File: src/hdl/tal_pkg.sv
// shared types, constants and microprogram layout for the ancestor engine
`default_nettype none
package tal_pkg;

  localparam int NODE_W  = 10;
  localparam int DEPTH_W = 10;
  localparam int LEN_W   = 11;
  localparam int LEVELS  = 10;
  localparam int LVL_W   = (LEVELS > 1) ? $clog2(LEVELS) : 1;
  localparam int CNT_W   = $clog2(LEVELS + 1);
  localparam int JADDR_W = NODE_W + LVL_W;
  localparam int JDEPTH  = 2 ** JADDR_W;
  localparam int DDEPTH  = 2 ** NODE_W;
  localparam int PC_W    = 5;

  localparam logic [DEPTH_W-1:0] DEPTH_MAX = '1;

  typedef enum logic [4:0] {
    UOP_ACCEPT,
    UOP_ADD_INIT,
    UOP_ADD_DEPTH,
    UOP_ROW_READ,
    UOP_ROW_WRITE,
    UOP_EMIT,
    UOP_Q_DEPTH,
    UOP_Q_ORDER,
    UOP_LIFT_READ,
    UOP_LIFT_TAKE,
    UOP_LEVEL_DOWN,
    UOP_BOTH_INIT,
    UOP_BOTH_READ,
    UOP_BOTH_STEP,
    UOP_FINAL_READ,
    UOP_FINAL_TAKE,
    UOP_C_DEPTH,
    UOP_C_LEN
  } uop_t;

  typedef enum logic [1:0] {
    STALL_NONE,
    STALL_BEAT,
    STALL_OUT
  } stall_t;

  typedef enum logic [2:0] {
    COND_NEVER,
    COND_ALWAYS,
    COND_IN_QUERY,
    COND_ROW_DONE,
    COND_ROW_MORE,
    COND_GAP_CLEAR,
    COND_LEVEL_LEFT,
    COND_SAME_NODE
  } cond_t;

  typedef struct packed {
    uop_t            uop;
    stall_t          stall;
    cond_t           cond;
    logic [PC_W-1:0] target;
  } ucode_t;

  typedef struct packed {
    uop_t uop;
    logic go;
  } ctrl_t;

  typedef struct packed {
    logic beat_in;
    logic in_query;
    logic out_free;
    logic row_done;
    logic row_more;
    logic gap_clear;
    logic level_left;
    logic same_node;
  } status_t;

  localparam logic [PC_W-1:0] STEP_IDLE       = 5'd0;
  localparam logic [PC_W-1:0] STEP_ADD_INIT   = 5'd1;
  localparam logic [PC_W-1:0] STEP_ADD_DEPTH  = 5'd2;
  localparam logic [PC_W-1:0] STEP_ROW_READ   = 5'd3;
  localparam logic [PC_W-1:0] STEP_ROW_WRITE  = 5'd4;
  localparam logic [PC_W-1:0] STEP_FINISH     = 5'd5;
  localparam logic [PC_W-1:0] STEP_Q_DEPTH    = 5'd6;
  localparam logic [PC_W-1:0] STEP_Q_ORDER    = 5'd7;
  localparam logic [PC_W-1:0] STEP_LIFT_READ  = 5'd8;
  localparam logic [PC_W-1:0] STEP_LIFT_TAKE  = 5'd9;
  localparam logic [PC_W-1:0] STEP_LEVEL_DOWN = 5'd10;
  localparam logic [PC_W-1:0] STEP_BOTH_INIT  = 5'd11;
  localparam logic [PC_W-1:0] STEP_BOTH_READ  = 5'd12;
  localparam logic [PC_W-1:0] STEP_BOTH_STEP  = 5'd13;
  localparam logic [PC_W-1:0] STEP_FINAL_READ = 5'd14;
  localparam logic [PC_W-1:0] STEP_FINAL_TAKE = 5'd15;
  localparam logic [PC_W-1:0] STEP_C_DEPTH    = 5'd16;
  localparam logic [PC_W-1:0] STEP_C_LEN      = 5'd17;

endpackage
`default_nettype wire

File: src/hdl/tal_useq.sv
// microprogram rom, step counter and jump logic
`default_nettype none
module tal_useq import tal_pkg::*; (
  input  wire logic    clk,
  input  wire logic    rst,
  input  wire status_t status,
  output ctrl_t        ctrl
);

  logic [PC_W-1:0] pc;
  logic [PC_W-1:0] pc_next;
  ucode_t          word;
  logic            hold;
  logic            taken;

  function automatic ucode_t rom(input logic [PC_W-1:0] step);
    ucode_t w;
    unique case (step)
      STEP_IDLE:       w = '{UOP_ACCEPT,     STALL_BEAT, COND_IN_QUERY,   STEP_Q_DEPTH};
      STEP_ADD_INIT:   w = '{UOP_ADD_INIT,   STALL_NONE, COND_NEVER,      STEP_IDLE};
      STEP_ADD_DEPTH:  w = '{UOP_ADD_DEPTH,  STALL_NONE, COND_ROW_DONE,   STEP_FINISH};
      STEP_ROW_READ:   w = '{UOP_ROW_READ,   STALL_NONE, COND_NEVER,      STEP_IDLE};
      STEP_ROW_WRITE:  w = '{UOP_ROW_WRITE,  STALL_NONE, COND_ROW_MORE,   STEP_ROW_READ};
      STEP_FINISH:     w = '{UOP_EMIT,       STALL_OUT,  COND_ALWAYS,     STEP_IDLE};
      STEP_Q_DEPTH:    w = '{UOP_Q_DEPTH,    STALL_NONE, COND_NEVER,      STEP_IDLE};
      STEP_Q_ORDER:    w = '{UOP_Q_ORDER,    STALL_NONE, COND_NEVER,      STEP_IDLE};
      STEP_LIFT_READ:  w = '{UOP_LIFT_READ,  STALL_NONE, COND_GAP_CLEAR,  STEP_LEVEL_DOWN};
      STEP_LIFT_TAKE:  w = '{UOP_LIFT_TAKE,  STALL_NONE, COND_NEVER,      STEP_IDLE};
      STEP_LEVEL_DOWN: w = '{UOP_LEVEL_DOWN, STALL_NONE, COND_LEVEL_LEFT, STEP_LIFT_READ};
      STEP_BOTH_INIT:  w = '{UOP_BOTH_INIT,  STALL_NONE, COND_SAME_NODE,  STEP_C_DEPTH};
      STEP_BOTH_READ:  w = '{UOP_BOTH_READ,  STALL_NONE, COND_NEVER,      STEP_IDLE};
      STEP_BOTH_STEP:  w = '{UOP_BOTH_STEP,  STALL_NONE, COND_LEVEL_LEFT, STEP_BOTH_READ};
      STEP_FINAL_READ: w = '{UOP_FINAL_READ, STALL_NONE, COND_NEVER,      STEP_IDLE};
      STEP_FINAL_TAKE: w = '{UOP_FINAL_TAKE, STALL_NONE, COND_NEVER,      STEP_IDLE};
      STEP_C_DEPTH:    w = '{UOP_C_DEPTH,    STALL_NONE, COND_NEVER,      STEP_IDLE};
      STEP_C_LEN:      w = '{UOP_C_LEN,      STALL_NONE, COND_ALWAYS,     STEP_FINISH};
      default:         w = '{UOP_EMIT,       STALL_NONE, COND_ALWAYS,     STEP_IDLE};
    endcase
    return w;
  endfunction

  assign word = rom(pc);

  always_comb begin
    unique case (word.stall)
      STALL_BEAT: hold = !status.beat_in;
      STALL_OUT:  hold = !status.out_free;
      default:    hold = 1'b0;
    endcase
  end

  always_comb begin
    unique case (word.cond)
      COND_ALWAYS:     taken = 1'b1;
      COND_IN_QUERY:   taken = status.in_query;
      COND_ROW_DONE:   taken = status.row_done;
      COND_ROW_MORE:   taken = status.row_more;
      COND_GAP_CLEAR:  taken = status.gap_clear;
      COND_LEVEL_LEFT: taken = status.level_left;
      COND_SAME_NODE:  taken = status.same_node;
      default:         taken = 1'b0;
    endcase
  end

  always_comb begin
    if (hold) begin
      pc_next = pc;
    end else if (taken) begin
      pc_next = word.target;
    end else begin
      pc_next = pc + PC_W'(1);
    end
  end

  always_ff @(posedge clk) begin
    if (rst) begin
      pc <= STEP_IDLE;
    end else begin
      pc <= pc_next;
    end
  end

  assign ctrl.uop = word.uop;
  assign ctrl.go  = !hold;

endmodule
`default_nettype wire

File: config.mk
export PLATFORM = sky130hd
export DESIGN_NAME = tal_useq
export DESIGN_NICKNAME = d
export VERILOG_FILES = /design/src/hdl/tal_pkg.sv /design/src/hdl/tal_useq.sv
export SDC_FILE = /design/constraint.sdc
export NUM_CORES = 1
export LEC_CHECK = 0
export BUFFER_PORTS_ARGS = -buffer_cell sky130_fd_sc_hd__buf_2
export CAP_MARGIN = 10
export CORE_MARGIN = 1.5
export CORE_UTILIZATION = 50
export DETAILED_ROUTE_END_ITERATION = 6
export PLACE_DENSITY = 0.74
export SYNTH_ARGS = -nofsm -noshare
export SYNTH_HDL_FRONTEND = slang
export SYNTH_SLANG_ARGS = --single-unit
File: constraint.sdc
create_clock -name clk -period 2.8 [get_ports clk]
set_input_delay 0.56 -clock clk [delete_from_list [all_inputs] [get_ports clk]]
set_output_delay 0.56 -clock clk [all_outputs]
set_load 0.02 [all_outputs]
* Word level (Yosys, flattened, before mapping) *
Memories as Yosys holds them, arrays and structs flattened. A register that Yosys moved wholly into a read port is not among the register bits.
Index checks and enable logic that the tools add are counted.

storage, ports and cells
  word-level logic and storage cells = 20
  memory bits (read-only) = 480
  memories kept = 1
  input port bits = 10
  output and inout port bits = 6
  register bits after elaboration = 5

memories
  memory            depth  width  rd ports  clocked after memory_dff  write ports  RTL line        text
  (name not given)  32     15     1         1                         0            tal_useq.sv:18  unique case (step)

operators by class
  equality and inequality tests = 9
  muxes and demuxes = 5
  add/subtract/negate cells = 1
  reduce and logical (&&, ||, !) cells = 3

operators by type and width
  cell                 count
  $mux 5               3
  $eq 3x3->1 const B   4
  $pmux 1 s7           1
  $eq 3x2->1 const B   2
  $add 5x1->5 const B  1
  $eq 3x1->1 const B   1
  $logic_not 1->1      3
  $eq 2x1->1 const B   1
  $eq 2x2->1 const B   1
  $pmux 1 s2           1

* Depth between registers and ports, before layout *
  word-level depth = 5
  gate-level depth with buffers = 12
  depth with buffers taken out = 11

* Worst setup path after synthesis *
Ideal clock, no wire load.

  path type = in2reg
  start = input status[4] (netlist name)
  end = register word[5] (netlist name)
  slack = 0.168 ns
  data required time = 2.722 ns
  setup time = 0.078 ns
  data arrival time = 2.554 ns
  path buffers = 0
  cell stages on the path = 9
  cell sequence = and2b_1 -> o22ai_1 -> a21o_2 -> o21ai_0 -> a311oi_1 -> inv_1 -> ha_1 -> a221o_1 -> a32oi_1

between the ends
  word-level cells in the longest chain between the ends = 4

RTL lines
  element                               RTL line        text
  from (decl)                           tal_useq.sv:6   input wire status_t status,
  $pmux 1 s7                            tal_useq.sv:53  unique case (word.cond)
  $mux 5                                tal_useq.sv:68  end else if (taken) begin
  $mux 5 (no source line) (2 in a row)  n/a

Every way passes these cells.
A chain may end at the register's enable or synchronous reset.

* Worst setup path after layout *
  start = register word[5] (netlist name)
  end = register word[5] (netlist name)

between the ends
  word-level cells in the longest chain between the ends = 5
  elaborated cells on any way between the ends = 11
  those cells by class = 7 x eq/ne; 4 x mux

RTL lines
  element                                   RTL line
  $eq 3x3->1 (tied with other cells)        tal_useq.sv:53
  $pmux 1 s7 (*)                            tal_useq.sv:53
  $mux 5 (*)                                tal_useq.sv:68
  $mux 5 (no source line) (*) (2 in a row)  n/a

Every way passes the cells marked *; elsewhere a longest branch is shown, timed or not.

==> impl_metrics.ini <==
[critical_path]
arrival_ns = 2.83
cp_max_fo = 9
cp-end-kind = flop
critPathRequiredTime_ns = 3.03
startpoint_type = flop
path_cells = nor2b_1 -> o21ai_0 -> a21oi_2 -> or4_1 -> a31o_2 -> ha_1 -> a221o_1 -> a32oi_1
r2r_start = word[5]
critPathSlowestCell = or4_1
worstSetupPathType = reg -> reg
reg2reg_to = word[5]
ff2ff_path_depth = 8
r2r_setup_slack_ns = 0.20
cp_slowest_stage_delay_ns = 0.49

[timing]
setup_slack_ns = 0.2017
holdWs_ns = 0.5286
fmax_mhz = 384.9
slew_headroom = 0.6802
finalSetupViolations = 0
setup_tns_ns = 0
finClkSkew_ns = 0.01194
report.final.slew_viol_count = 0
fin_crit_sh = 0.9280
period_needed_ns = 2.598
worst_pin_slew_ns = 0.4752
hold_viol = 0
rsz0062_at_grt = false

[cells_and_area]
final_cell_mix = 20 x dfxtp_1, 15 x buf_2, 13 x nand2_1
drive_above_1_share = 0.2658
layout.nets = 176
multi_input_area_um2 = 664.4
layoutNonFillerInstCount = 186
fin_area_um2 = 1338
fin_util = 0.6046
regArea_um2 = 400.4
antenna_cells_inserted = 0
area_growth_pct = 14.70
final_common_cell = dfxtp_1
fillers = 201

[placed_design]
io_buffers = 15
place_hpwl_um = 2178
routabilityCongestion = 0.9202
dp_worst_setup_slack_ns = -0.004359
dp_cells = 182
place_area_um2 = 1301

[yosys]
yosys_warnings = 0
synthFlopType = dfxtp_1
async_flop_share = 0
yosysUniqueCellTypes = 42
synth_cells = 137
syn-cell-area_um2 = 1166
syn_area_per_cell_um2 = 8.512
synthesis.nets = 154
synth_edf_count = 0
yosysSeqAreaShare = 0.3433
synth-seq-cells = 20

[global_routing]
grt_pass1_wl_um = 4740
grt_max_degree = 12
antenna_found_initial = 0
grt_use_total = 0.2455
grt-busiest-layer = met2
met3_usage = 0.03509
met2_usage = 0.3983
grt_overflow = 0
grt_pass1_vias = 1018
grtUsageMet1 = 0.3267

[floorplan]
start_util = 0.5271
core_area_um2 = 2212
die_width_um = 51.30
fp-row-count = 17
die_area_um2 = 2631
io_pins = 16
fp.dieH_um = 51.30

[clock_tree]
post-cts-setup-buffer-count = 0
clk_latency_ns = 0.31
cts.repair.resized = 0
h-tree-depth = 1
cts_tree = done
clockRootBuffer = clkbuf_4
cts_hold_buf = 0
cts_buffer_depth = 2
clock-sinks = 20
cts_buffers = 3
cts.reportedPaths.clkPinSlew_ns = 0.12

[worst_hold_path]
hp-class = in -> reg
hold_depth = 2
hold_end = pc[1]
min_from = rst

[drt]
dr.pass1.iters = 4
wl_um = 2806
routed_via_density = 5.704
post-route-drc-count = 0
detail_route.wl_per_cell_um = 15.09
num_vias = 1061
final_antenna_net_count = 0
drt_iter0_drc = 31

[flow_run]
maxCapViolCount = 0

[status]
status = finished clean

[power_and_ir_drop]
peakVddDrop_uv = 675.8
total_power_mw = 1.604
p_per_area_nw_per_um2 = 1199
total_leakage_power_nw = 0.6310
critical path: cells and delay by family (launching register included):
family	cells	cell delay, ns
AOI/OAI and AO/OA	5	1.17
adders and majority gates	1	0.29
DFF	1	0.48
and+or+nand+nor	2	0.57
state kept, by name, summed over array words and instances (netlist names):
signal  cells
word       15
pc          5
Yosys cell counts, types with 3 or more instances:
master,n,area (µm²)
dfxtp_1,20,400.4
nand2_1,13,48.80
inv_1,11,41.29
nor2_1,11,41.29
ha_1,7,87.58
nand3_1,6,30.03
o211ai_1,6,45.04
a21oi_1,5,25.02
buf_4,5,37.54
nand4_1,4,25.02
o21ai_0,4,20.02
a21oi_2,3,26.28
mux2i_1,3,30.03
nor3_1,3,15.01
final cells by class:
type / count / area share
well taps: 28 / 0.02619
flip-flops and latches: 20 / 0.2993
inverters: 13 / 0.03835
multi-input cells: 96 / 0.4967
clock buffers: 4 / 0.02713
repair buffers: 25 / 0.1123
cells by family after synthesis:
family,Yosys count,share of synthesized area
AO/OA/AOI/OAI,36,0.2532
XOR/XNOR,2,0.01502
flip-flops,20,0.3433
AND/OR/NAND/NOR,48,0.2006
adder cells (fa/ha/maj),7,0.07510
buffers and inverters,21,0.08691
multiplexers,3,0.02575
worst max-delay path by stage:
| stage | endpoint | from | slack (ns) | cells past startpoint |
|---|---|---|---|---|
| global route | word[7] | word[6] | 0.05 | 10 |
| global placement | word[5] | status[4] | 0.10 | 9 |
| CTS | word[5] | word[8] | 0.19 | 10 |
| detailed placement | word[5] | status[3] | -0.004 | 9 |
| finish | word[5] | word[5] | 0.20 | 8 |
| floorplan | word[5] | status[4] | 0.17 | 9 |
report_power, final:
group          switching (mW)  total (mW)  leakage (nW)  internal, mW
logic                   0.552       0.945         0.445         0.392
registers              0.0879       0.489         0.165         0.401
clock network          0.0909       0.170        0.0210        0.0795
layer usage:
layer | wire (µm) | part of all wire
met1 | 1321 | 0.47
met2 | 1297 | 0.46
met3 | 137 | 0.049
met4 | 49 | 0.017
met5 | 0 | 0
No activity file was read; power rests on OpenSTA's default activity.
